<file path="src/rtl/edsch_pkg.sv">
// Package for the elevator direction scheduler: widths, codes and the
// structs passed between the top level and the row of floor cells.
// No dependencies.
package edsch_pkg;

   localparam int FLOOR_W    = 6;
   localparam int MAX_FLOORS = 32;
   localparam int CSR_DATA_W = 32;
   localparam int CSR_ADDR_W = 2;

   localparam logic [CSR_ADDR_W-1:0] CSR_NUM_FLOORS = 2'd0;
   localparam logic [FLOOR_W-1:0]    NUM_FLOORS_RESET = 6'd32;

   localparam logic REQ_FLOOR = 1'b0;
   localparam logic REQ_TICK  = 1'b1;

   typedef struct packed {
      logic               set_up;
      logic               set_dn;
      logic               clr_up;
      logic               clr_dn;
      logic [FLOOR_W-1:0] floor;
   } cmd_type;

   // A floor of zero means that nothing has been found yet.
   typedef struct packed {
      logic [FLOOR_W-1:0] low_up;
      logic [FLOOR_W-1:0] high_dn;
   } scan_type;

endpackage

</file>
<file path="src/rtl/edsch_if.sv">
// Channel interfaces of the elevator direction scheduler.
// Depends on edsch_pkg for the floor width.
interface edsch_req_if;
   logic                          valid;
   logic                          ready;
   logic                          req_type;
   logic [edsch_pkg::FLOOR_W-1:0] floor;
   logic                          request_up;

   modport source (output valid, output req_type, output floor, output request_up,
                   input ready);
   modport sink (input valid, input req_type, input floor, input request_up,
                 output ready);
endinterface

interface edsch_rsp_if;
   logic                          valid;
   logic                          ready;
   logic [edsch_pkg::FLOOR_W-1:0] current_floor;
   logic                          direction_up;
   logic                          is_idle;
   logic                          moved;
   logic                          door_opened;
   logic                          request_rejected;

   modport source (output valid, output current_floor, output direction_up,
                   output is_idle, output moved, output door_opened,
                   output request_rejected, input ready);
   modport sink (input valid, input current_floor, input direction_up,
                 input is_idle, input moved, input door_opened,
                 input request_rejected, output ready);
endinterface

</file>
<file path="src/rtl/edsch_cell.sv">
// One floor cell: holds the up and down call bits of its floor and passes
// the lowest up call and highest down call seen so far to the next cell.
// Depends on edsch_pkg.
module edsch_cell #(
   parameter int CELL_FLOOR = 1
) (
   input  logic                clock,
   input  logic                reset,
   input  edsch_pkg::cmd_type  cmd,
   input  edsch_pkg::scan_type scan_in,
   output edsch_pkg::scan_type scan_out
);

   localparam logic [edsch_pkg::FLOOR_W-1:0] MY_FLOOR = edsch_pkg::FLOOR_W'(CELL_FLOOR);

   logic                hit;
   logic                up_ff;
   logic                up_in;
   logic                dn_ff;
   logic                dn_in;
   edsch_pkg::scan_type scan_ff;
   edsch_pkg::scan_type scan_in_next;

   assign hit   = (cmd.floor == MY_FLOOR);
   assign up_in = (up_ff | (cmd.set_up & hit)) & ~(cmd.clr_up & hit);
   assign dn_in = (dn_ff | (cmd.set_dn & hit)) & ~(cmd.clr_dn & hit);

   always_comb begin
      scan_in_next.low_up  = ((scan_in.low_up == '0) && up_ff) ? MY_FLOOR : scan_in.low_up;
      scan_in_next.high_dn = dn_ff ? MY_FLOOR : scan_in.high_dn;
   end

   always_ff @(posedge clock) begin
      if (reset) begin
         up_ff   <= 1'b0;
         dn_ff   <= 1'b0;
         scan_ff <= '0;
      end else begin
         up_ff   <= up_in;
         dn_ff   <= dn_in;
         scan_ff <= scan_in_next;
      end
   end

   assign scan_out = scan_ff;

endmodule

</file>
<file path="src/rtl/elevator_direction_scheduler_top.sv">
// Top level of the elevator direction scheduler: control, car state and the
// configuration register around a row of floor cells.
// Depends on edsch_pkg, edsch_req_if, edsch_rsp_if and edsch_cell.
//
// Usage: words arrive on req_chan as either a floor call (req_type 0) or a
// movement tick (req_type 1); every word yields exactly one word on rsp_chan
// with the car floor, heading, idle flag and the moved, door and reject flags.
// A floor call's result is registered at the accepting edge. A tick waits
// while a scan wave travels up the row of MAX_FLOORS floor cells, one cell
// per cycle, and its result is registered when the wave leaves the last
// cell. One word is worked on at a time.
// The result sits in an output register; req_chan.ready is high when no scan
// is running and the output register is empty or being read in that cycle.
// A stalled receiver therefore holds off the next word but loses nothing.
// The user must write num_floors through the csr_ port while the block is
// idle; the block does not enforce it. Reset clears all calls, puts the car
// at floor 1 heading up and idle, and sets num_floors to 32.
module elevator_direction_scheduler_top #(
   parameter int MAX_FLOORS = edsch_pkg::MAX_FLOORS
) (
   input  logic                             clock,
   input  logic                             reset,
   edsch_req_if.sink                        req_chan,
   edsch_rsp_if.source                      rsp_chan,
   input  logic                             csr_psel,
   input  logic                             csr_penable,
   input  logic                             csr_pwrite,
   input  logic [edsch_pkg::CSR_ADDR_W-1:0] csr_paddr,
   input  logic [edsch_pkg::CSR_DATA_W-1:0] csr_pwdata,
   output logic [edsch_pkg::CSR_DATA_W-1:0] csr_prdata,
   output logic                             csr_pready
);

   localparam int FW    = edsch_pkg::FLOOR_W;
   localparam int CNT_W = (MAX_FLOORS > 1) ? $clog2(MAX_FLOORS) : 1;
   localparam logic [CNT_W-1:0] SCAN_LAST = CNT_W'(MAX_FLOORS - 1);
   localparam logic [FW-1:0]    TOP_FLOOR = FW'(MAX_FLOORS);

   localparam logic ST_IDLE = 1'b0;
   localparam logic ST_SCAN = 1'b1;

   logic                state_ff, state_in;
   logic [CNT_W-1:0]    cnt_ff, cnt_in;
   logic [FW-1:0]       car_ff, car_in;
   logic                heading_ff, heading_in;
   logic                idle_ff, idle_in;
   logic [FW-1:0]       num_floors_ff;
   logic                rsp_valid_ff, rsp_valid_in;
   logic                moved_ff, moved_in;
   logic                door_ff, door_in;
   logic                rej_ff, rej_in;

   logic                accept;
   logic                is_request;
   logic                scan_done;
   logic                csr_write;
   logic [FW-1:0]       limit;
   logic                reject;
   logic [FW-1:0]       target;
   logic                any_call;
   logic                at_target;
   edsch_pkg::scan_type scan_w [0:MAX_FLOORS];
   edsch_pkg::cmd_type  cmd;

   assign scan_w[0] = '0;

   for (genvar i = 0; i < MAX_FLOORS; i++) begin : g_cell
      edsch_cell #(
         .CELL_FLOOR(i + 1)
      ) u_cell (
         .clock   (clock),
         .reset   (reset),
         .cmd     (cmd),
         .scan_in (scan_w[i]),
         .scan_out(scan_w[i + 1])
      );
   end

   assign req_chan.ready = (state_ff == ST_IDLE) && (!rsp_valid_ff || rsp_chan.ready);
   assign accept         = req_chan.valid && req_chan.ready;
   assign is_request     = (req_chan.req_type == edsch_pkg::REQ_FLOOR);
   assign scan_done      = (state_ff == ST_SCAN) && (cnt_ff == SCAN_LAST);

   assign limit  = (num_floors_ff > TOP_FLOOR) ? TOP_FLOOR : num_floors_ff;
   assign reject = (req_chan.floor == '0) || (req_chan.floor > limit);

   assign any_call = (scan_w[MAX_FLOORS].low_up != '0) || (scan_w[MAX_FLOORS].high_dn != '0);

   always_comb begin
      heading_in = heading_ff;
      if (scan_done && any_call) begin
         if (heading_ff && scan_w[MAX_FLOORS].low_up == '0) begin
            heading_in = 1'b0;
         end else if (!heading_ff && scan_w[MAX_FLOORS].high_dn == '0) begin
            heading_in = 1'b1;
         end
      end
   end

   assign target    = heading_in ? scan_w[MAX_FLOORS].low_up : scan_w[MAX_FLOORS].high_dn;
   assign at_target = (car_ff == target);

   always_comb begin
      cmd.floor  = accept ? req_chan.floor : target;
      cmd.set_up = accept && is_request && !reject && req_chan.request_up;
      cmd.set_dn = accept && is_request && !reject && !req_chan.request_up;
      cmd.clr_up = scan_done && any_call && at_target && heading_in;
      cmd.clr_dn = scan_done && any_call && at_target && !heading_in;
   end

   always_comb begin
      state_in     = state_ff;
      cnt_in       = cnt_ff;
      car_in       = car_ff;
      idle_in      = idle_ff;
      rsp_valid_in = rsp_valid_ff && !rsp_chan.ready;
      moved_in     = moved_ff;
      door_in      = door_ff;
      rej_in       = rej_ff;
      unique case (state_ff)
         ST_IDLE: begin
            cnt_in = '0;
            if (accept) begin
               if (is_request) begin
                  rsp_valid_in = 1'b1;
                  moved_in     = 1'b0;
                  door_in      = 1'b0;
                  rej_in       = reject;
               end else begin
                  state_in = ST_SCAN;
               end
            end
         end
         ST_SCAN: begin
            cnt_in = cnt_ff + 1'b1;
            if (scan_done) begin
               state_in     = ST_IDLE;
               rsp_valid_in = 1'b1;
               rej_in       = 1'b0;
               moved_in     = 1'b0;
               door_in      = 1'b0;
               idle_in      = !any_call;
               if (any_call) begin
                  if (at_target) begin
                     door_in = 1'b1;
                  end else begin
                     moved_in = 1'b1;
                     car_in   = (target > car_ff) ? car_ff + 1'b1 : car_ff - 1'b1;
                  end
               end
            end
         end
         default: begin
            state_in = ST_IDLE;
         end
      endcase
   end

   assign csr_write = csr_psel && csr_penable && csr_pwrite && csr_pready;

   always_ff @(posedge clock) begin
      if (reset) begin
         state_ff      <= ST_IDLE;
         cnt_ff        <= '0;
         car_ff        <= FW'(1);
         heading_ff    <= 1'b1;
         idle_ff       <= 1'b1;
         num_floors_ff <= edsch_pkg::NUM_FLOORS_RESET;
         rsp_valid_ff  <= 1'b0;
      end else begin
         state_ff     <= state_in;
         cnt_ff       <= cnt_in;
         car_ff       <= car_in;
         heading_ff   <= heading_in;
         idle_ff      <= idle_in;
         rsp_valid_ff <= rsp_valid_in;
         if (csr_write && csr_paddr == edsch_pkg::CSR_NUM_FLOORS) begin
            num_floors_ff <= csr_pwdata[FW-1:0];
         end
      end
   end

   always_ff @(posedge clock) begin
      moved_ff <= moved_in;
      door_ff  <= door_in;
      rej_ff   <= rej_in;
   end

   assign rsp_chan.valid            = rsp_valid_ff;
   assign rsp_chan.current_floor    = car_ff;
   assign rsp_chan.direction_up     = heading_ff;
   assign rsp_chan.is_idle          = idle_ff;
   assign rsp_chan.moved            = moved_ff;
   assign rsp_chan.door_opened      = door_ff;
   assign rsp_chan.request_rejected = rej_ff;

   assign csr_pready = 1'b1;
   assign csr_prdata = (csr_paddr == edsch_pkg::CSR_NUM_FLOORS)
                       ? {{(edsch_pkg::CSR_DATA_W - FW){1'b0}}, num_floors_ff}
                       : '0;

endmodule

</file>
<file path="src/flat_wrapper.sv">
// flat-port wrapper written by rule: the top's interface ports become plain ports
module elevator_direction_scheduler_top_flat 
#(
   parameter int MAX_FLOORS = edsch_pkg::MAX_FLOORS
)
  (clock, reset, csr_psel, csr_penable, csr_pwrite, csr_paddr, csr_pwdata, csr_prdata, csr_pready, req_chan_valid, req_chan_req_type, req_chan_floor, req_chan_request_up, req_chan_ready, rsp_chan_valid, rsp_chan_current_floor, rsp_chan_direction_up, rsp_chan_is_idle, rsp_chan_moved, rsp_chan_door_opened, rsp_chan_request_rejected, rsp_chan_ready);
  edsch_req_if req_chan_i ();
  edsch_rsp_if rsp_chan_i ();
  input  logic clock;
  input  logic reset;
  input  logic csr_psel;
  input  logic csr_penable;
  input  logic csr_pwrite;
  input  logic [edsch_pkg::CSR_ADDR_W-1:0] csr_paddr;
  input  logic [edsch_pkg::CSR_DATA_W-1:0] csr_pwdata;
  output logic [edsch_pkg::CSR_DATA_W-1:0] csr_prdata;
  output logic csr_pready;
  input wire logic [$bits(req_chan_i.valid)-1:0] req_chan_valid;
  input wire logic [$bits(req_chan_i.req_type)-1:0] req_chan_req_type;
  input wire logic [$bits(req_chan_i.floor)-1:0] req_chan_floor;
  input wire logic [$bits(req_chan_i.request_up)-1:0] req_chan_request_up;
  output wire logic [$bits(req_chan_i.ready)-1:0] req_chan_ready;
  output wire logic [$bits(rsp_chan_i.valid)-1:0] rsp_chan_valid;
  output wire logic [$bits(rsp_chan_i.current_floor)-1:0] rsp_chan_current_floor;
  output wire logic [$bits(rsp_chan_i.direction_up)-1:0] rsp_chan_direction_up;
  output wire logic [$bits(rsp_chan_i.is_idle)-1:0] rsp_chan_is_idle;
  output wire logic [$bits(rsp_chan_i.moved)-1:0] rsp_chan_moved;
  output wire logic [$bits(rsp_chan_i.door_opened)-1:0] rsp_chan_door_opened;
  output wire logic [$bits(rsp_chan_i.request_rejected)-1:0] rsp_chan_request_rejected;
  input wire logic [$bits(rsp_chan_i.ready)-1:0] rsp_chan_ready;
  assign req_chan_i.valid = req_chan_valid;
  assign req_chan_i.req_type = req_chan_req_type;
  assign req_chan_i.floor = req_chan_floor;
  assign req_chan_i.request_up = req_chan_request_up;
  assign req_chan_ready = req_chan_i.ready;
  assign rsp_chan_valid = rsp_chan_i.valid;
  assign rsp_chan_current_floor = rsp_chan_i.current_floor;
  assign rsp_chan_direction_up = rsp_chan_i.direction_up;
  assign rsp_chan_is_idle = rsp_chan_i.is_idle;
  assign rsp_chan_moved = rsp_chan_i.moved;
  assign rsp_chan_door_opened = rsp_chan_i.door_opened;
  assign rsp_chan_request_rejected = rsp_chan_i.request_rejected;
  assign rsp_chan_i.ready = rsp_chan_ready;
  elevator_direction_scheduler_top #(.MAX_FLOORS(MAX_FLOORS)) u_core (.clock(clock), .reset(reset), .req_chan(req_chan_i), .rsp_chan(rsp_chan_i), .csr_psel(csr_psel), .csr_penable(csr_penable), .csr_pwrite(csr_pwrite), .csr_paddr(csr_paddr), .csr_pwdata(csr_pwdata), .csr_prdata(csr_prdata), .csr_pready(csr_pready));
endmodule
</file>
<file path="config.mk">
export PLATFORM = sky130hd
export DESIGN_NAME = elevator_direction_scheduler_top_flat
export DESIGN_NICKNAME = d
export VERILOG_FILES = /design/src/rtl/edsch_pkg.sv /design/src/rtl/edsch_if.sv /design/src/rtl/edsch_cell.sv /design/src/rtl/elevator_direction_scheduler_top.sv /design/src/flat_wrapper.sv
export SDC_FILE = /design/constraint.sdc
export NUM_CORES = 1
export LEC_CHECK = 0
export BUFFER_PORTS_ARGS = -buffer_cell sky130_fd_sc_hd__buf_2
export CAP_MARGIN = 20
export CORE_ASPECT_RATIO = 0.9
export CORE_UTILIZATION = 63
export CTS_CLUSTER_DIAMETER = 50
export DETAILED_ROUTE_END_ITERATION = 8
export GPL_ROUTABILITY_DRIVEN = 1
export PLACE_DENSITY = 0.93
export SYNTH_ARGS = -nofsm -noshare
export SYNTH_HDL_FRONTEND = slang
export SYNTH_SLANG_ARGS = --single-unit
</file>
<file path="constraint.sdc">
create_clock -name clock -period 8.6 [get_ports clock]
set_clock_uncertainty 0.05 [all_clocks]
set_input_delay 1.29 -clock clock [delete_from_list [all_inputs] [get_ports clock]]
set_output_delay 1.29 -clock clock [all_outputs]
set_load 0.05 [all_outputs]
</file>
==> run metrics <==
initial antenna violation count=1; grt ovf=0; Area Growth Syn to Fin=11.2%; leakage power=0.00530 µW; Post-DRT Antenna Nets=0; # rows=48; clock insertion delay at the later pin of the skew report=550 ps; pwr/cell area=235 nW/µm²; Via density=5.67; Final setup viols=0; Pint=2530 µW; max cap viols=0; Synthesis Warnings=0; total track usage=25.9%; Slew @ Worst Pin=1190 ps; Clock transition at path regs=70 ps; most frequent cells in the layout=355 x dfxtp_1, 263 x nor2_1, 120 x o21ai_0; main area contributors after synthesis=dfxtp_1 57%, nor2_1 8.0%, o21ai_0 4.8%; pin count of the biggest net entering global routing=229; setup bufs post-CTS=0; Port Buffers=41; RSZ-0062 raised after global routing=false; status=complete, no violations; DR DRC count=0; max_slew headroom=20.3%; First-pass DRT Iterations=6; Fin Setup TNS=0 ps; Die Span Y=135 µm; Die Width=150 µm; hold_buf cts=0; CTS tree=built; Seq/Total Area, Yosys=58.1%; commonest non-fill, non-tap cell in the layout=dfxtp_1; peak supply drop=0.000182 V; Die Area=20,200 µm²; worst hold slack=362 ps; overall power consumption=3230 µW; Synth Cell Area=12,400 µm²; Max Transition Viols Final=0; NetSw=702 µW; Clk network pwr share=44.9%; Max Fclk=205 MHz; HP Class=reg2reg; WP data arrival=5280 ps; initial detailed-routing violation count=1,003; fin crit period=4880 ps; largest area contributor in the netlist=dfxtp_1; Cells after Synth=1,322; nature of the critical path endpoint=register; Crit Path Category=reg2reg; ys async rst share=0%; fin crit share=56.7%; DR vias=9,257; WP data required=9000 ps; CTS sink cnt=358; Final Hold Fails=0; CTS Buf Count=31; CP Max Fanout=9; CTS root buf=clkbuf_16; RD Place Congestion=0.922; Main synth FF type=dfxtp_1; Clock Path Buffers=3; Post-synth EDFFs=3; CP startpoint kind=register; first-pass GRT wire length=42,000 µm; Seq cells post-synth=358; CTS-repair resized insts=0; Yosys cell types=56; HPWL after DPL=16,500 µm; vias in the first global route=9,137; area of the core=19,200 µm²; Seq pwr share=51.5%; final core occ=71.7%; Final nets=1,425; H-tree levels=1; share of layout cells above drive strength 1=8.98%; Starting Density=64.4%; share of the synthesized area in the top cell type=57.4%; num ports=95; Switching Share=21.7%; Post-Syn Area per Cell=9.37 µm²; pre-CTS setup slack=3820 ps; Wirelength per Cell=16.0 µm; final worst setup slack=3720 ps; power share of the combinational group=3.6%; Routed WL=26,200 µm
==> synth_stat cells, types with 4 or more instances <==
library cell / number
a21oi_1: 82
a21oi_2: 5
a22oi_1: 5
and2_1: 34
and3_1: 8
buf_1: 7
buf_4: 28
clkbuf_1: 33
dfxtp_1: 355
ha_1: 18
inv_1: 59
mux2i_1: 8
nand2_1: 46
nand2b_1: 13
nand3_1: 13
nand3b_1: 12
nand4_1: 5
nor2_1: 263
nor2b_1: 73
nor3_1: 11
nor3b_1: 33
nor4_1: 20
nor4b_1: 4
o21ai_0: 120
o21ai_1: 4
o22ai_1: 5
o31ai_4: 6
or2_2: 4
xnor2_1: 6
==> per-layer routing <==
metal | vias up | GRT usage [%] | wire length, µm | part of all wire, %
met3 | 84 | 4.97 | 1730 | 6.6
met1 | 4399 | 29.8 | 10300 | 39
met5 | - | 0 | 17 | 0.065
met4 | 2 | 9.65 | 769 | 2.9
li1 | 4421 | - | - | -
met2 | 351 | 47.5 | 13400 | 51
==> path summary, 6_finish.rpt <==
check,startpoint,endpoint,slack [ps],cells after the start
max,u_core.cnt_ff[0]$_SDFF_PP0_,u_core.rsp_chan.current_floor[5]$_SDFFE_PP0P_,3720,20
min,u_core.g_cell[14].u_cell.scan_out[7]$_SDFF_PP0_,u_core.g_cell[15].u_cell.scan_out[10]$_SDFF_PP0_,360,1
max reg2reg,u_core.cnt_ff[0]$_SDFF_PP0_,u_core.rsp_chan.current_floor[5]$_SDFFE_PP0P_,3720,20
min reg2reg,u_core.g_cell[14].u_cell.scan_out[7]$_SDFF_PP0_,u_core.g_cell[15].u_cell.scan_out[10]$_SDFF_PP0_,360,1
==> power by group through the flow <==
stage               logic, µW  clock network [µW]  registers [µW]
global placement          109                   0            1700
detailed placement        112                   0            1700
floorplan                94.6                   0            1710
CTS                       113                1460            1660
finish                    116                1450            1660
global route              124                1530            1660
==> state kept, by name (all words and copies together) (netlist names), 5 cells and up <==
name / cells
u_core.g_cell.u_cell.dn_ff: 32
u_core.g_cell.u_cell.up_ff: 32
u_core.rsp_chan.current_floor: 6
u_core.g_cell.u_cell.scan_out: 270
u_core.num_floors_ff: 6
u_core.cnt_ff: 5
==> area by class of cell <==
class | count | area (µm²)
Timing Repair Buffer | 46 | 264
Inverter | 60 | 225
Sequential cell | 358 | 7200
Tap cell | 250 | 313
Antenna cell | 1 | 2.50
Fill cell | 1219 | 5450
Clock buffer | 40 | 840
Multi-Input combinational cell | 860 | 4690
Clock inverter | 17 | 239
==> worst max-delay path: stages (launching register included) <==
cell,delay [ps]
dfxtp_1,360
ha_1,200
and3_1,170
ha_1,240
nand2_1,230
o41ai_4,580
a22oi_1,300
inv_1,230
ha_1,290
nor2b_1,160
o21a_1,160
o21ai_0,140
a21oi_1,120
nand2_1,210
ha_1,270
a21o_1,180
a21oi_1,210
o21ai_0,140
xnor2_1,200
a211oi_1,100
a31o_2,230
==> logic make-up after synthesis <==
family | after synthesis | share of synthesized area [%]
other | 2 | 0.0606
and+or+nand+nor | 547 | 21.8
buffers and inverters | 129 | 4.77
AOI/OAI and AO/OA | 252 | 12.1
adders and majority gates | 19 | 1.98
DFF | 358 | 58.1
muxes | 8 | 0.647
xor gates and xnor gates | 7 | 0.495
==> stage by stage <==
stage	std cells	area, µm²
2_1_floorplan	1347	12500
3_3_place_gp	1574	12700
3_5_place_dp	1574	12700
4_1_cts	1631	13800
5_1_grt	1631	13800
6_report	1632	13800
Power figures use the tool's default switching activity.
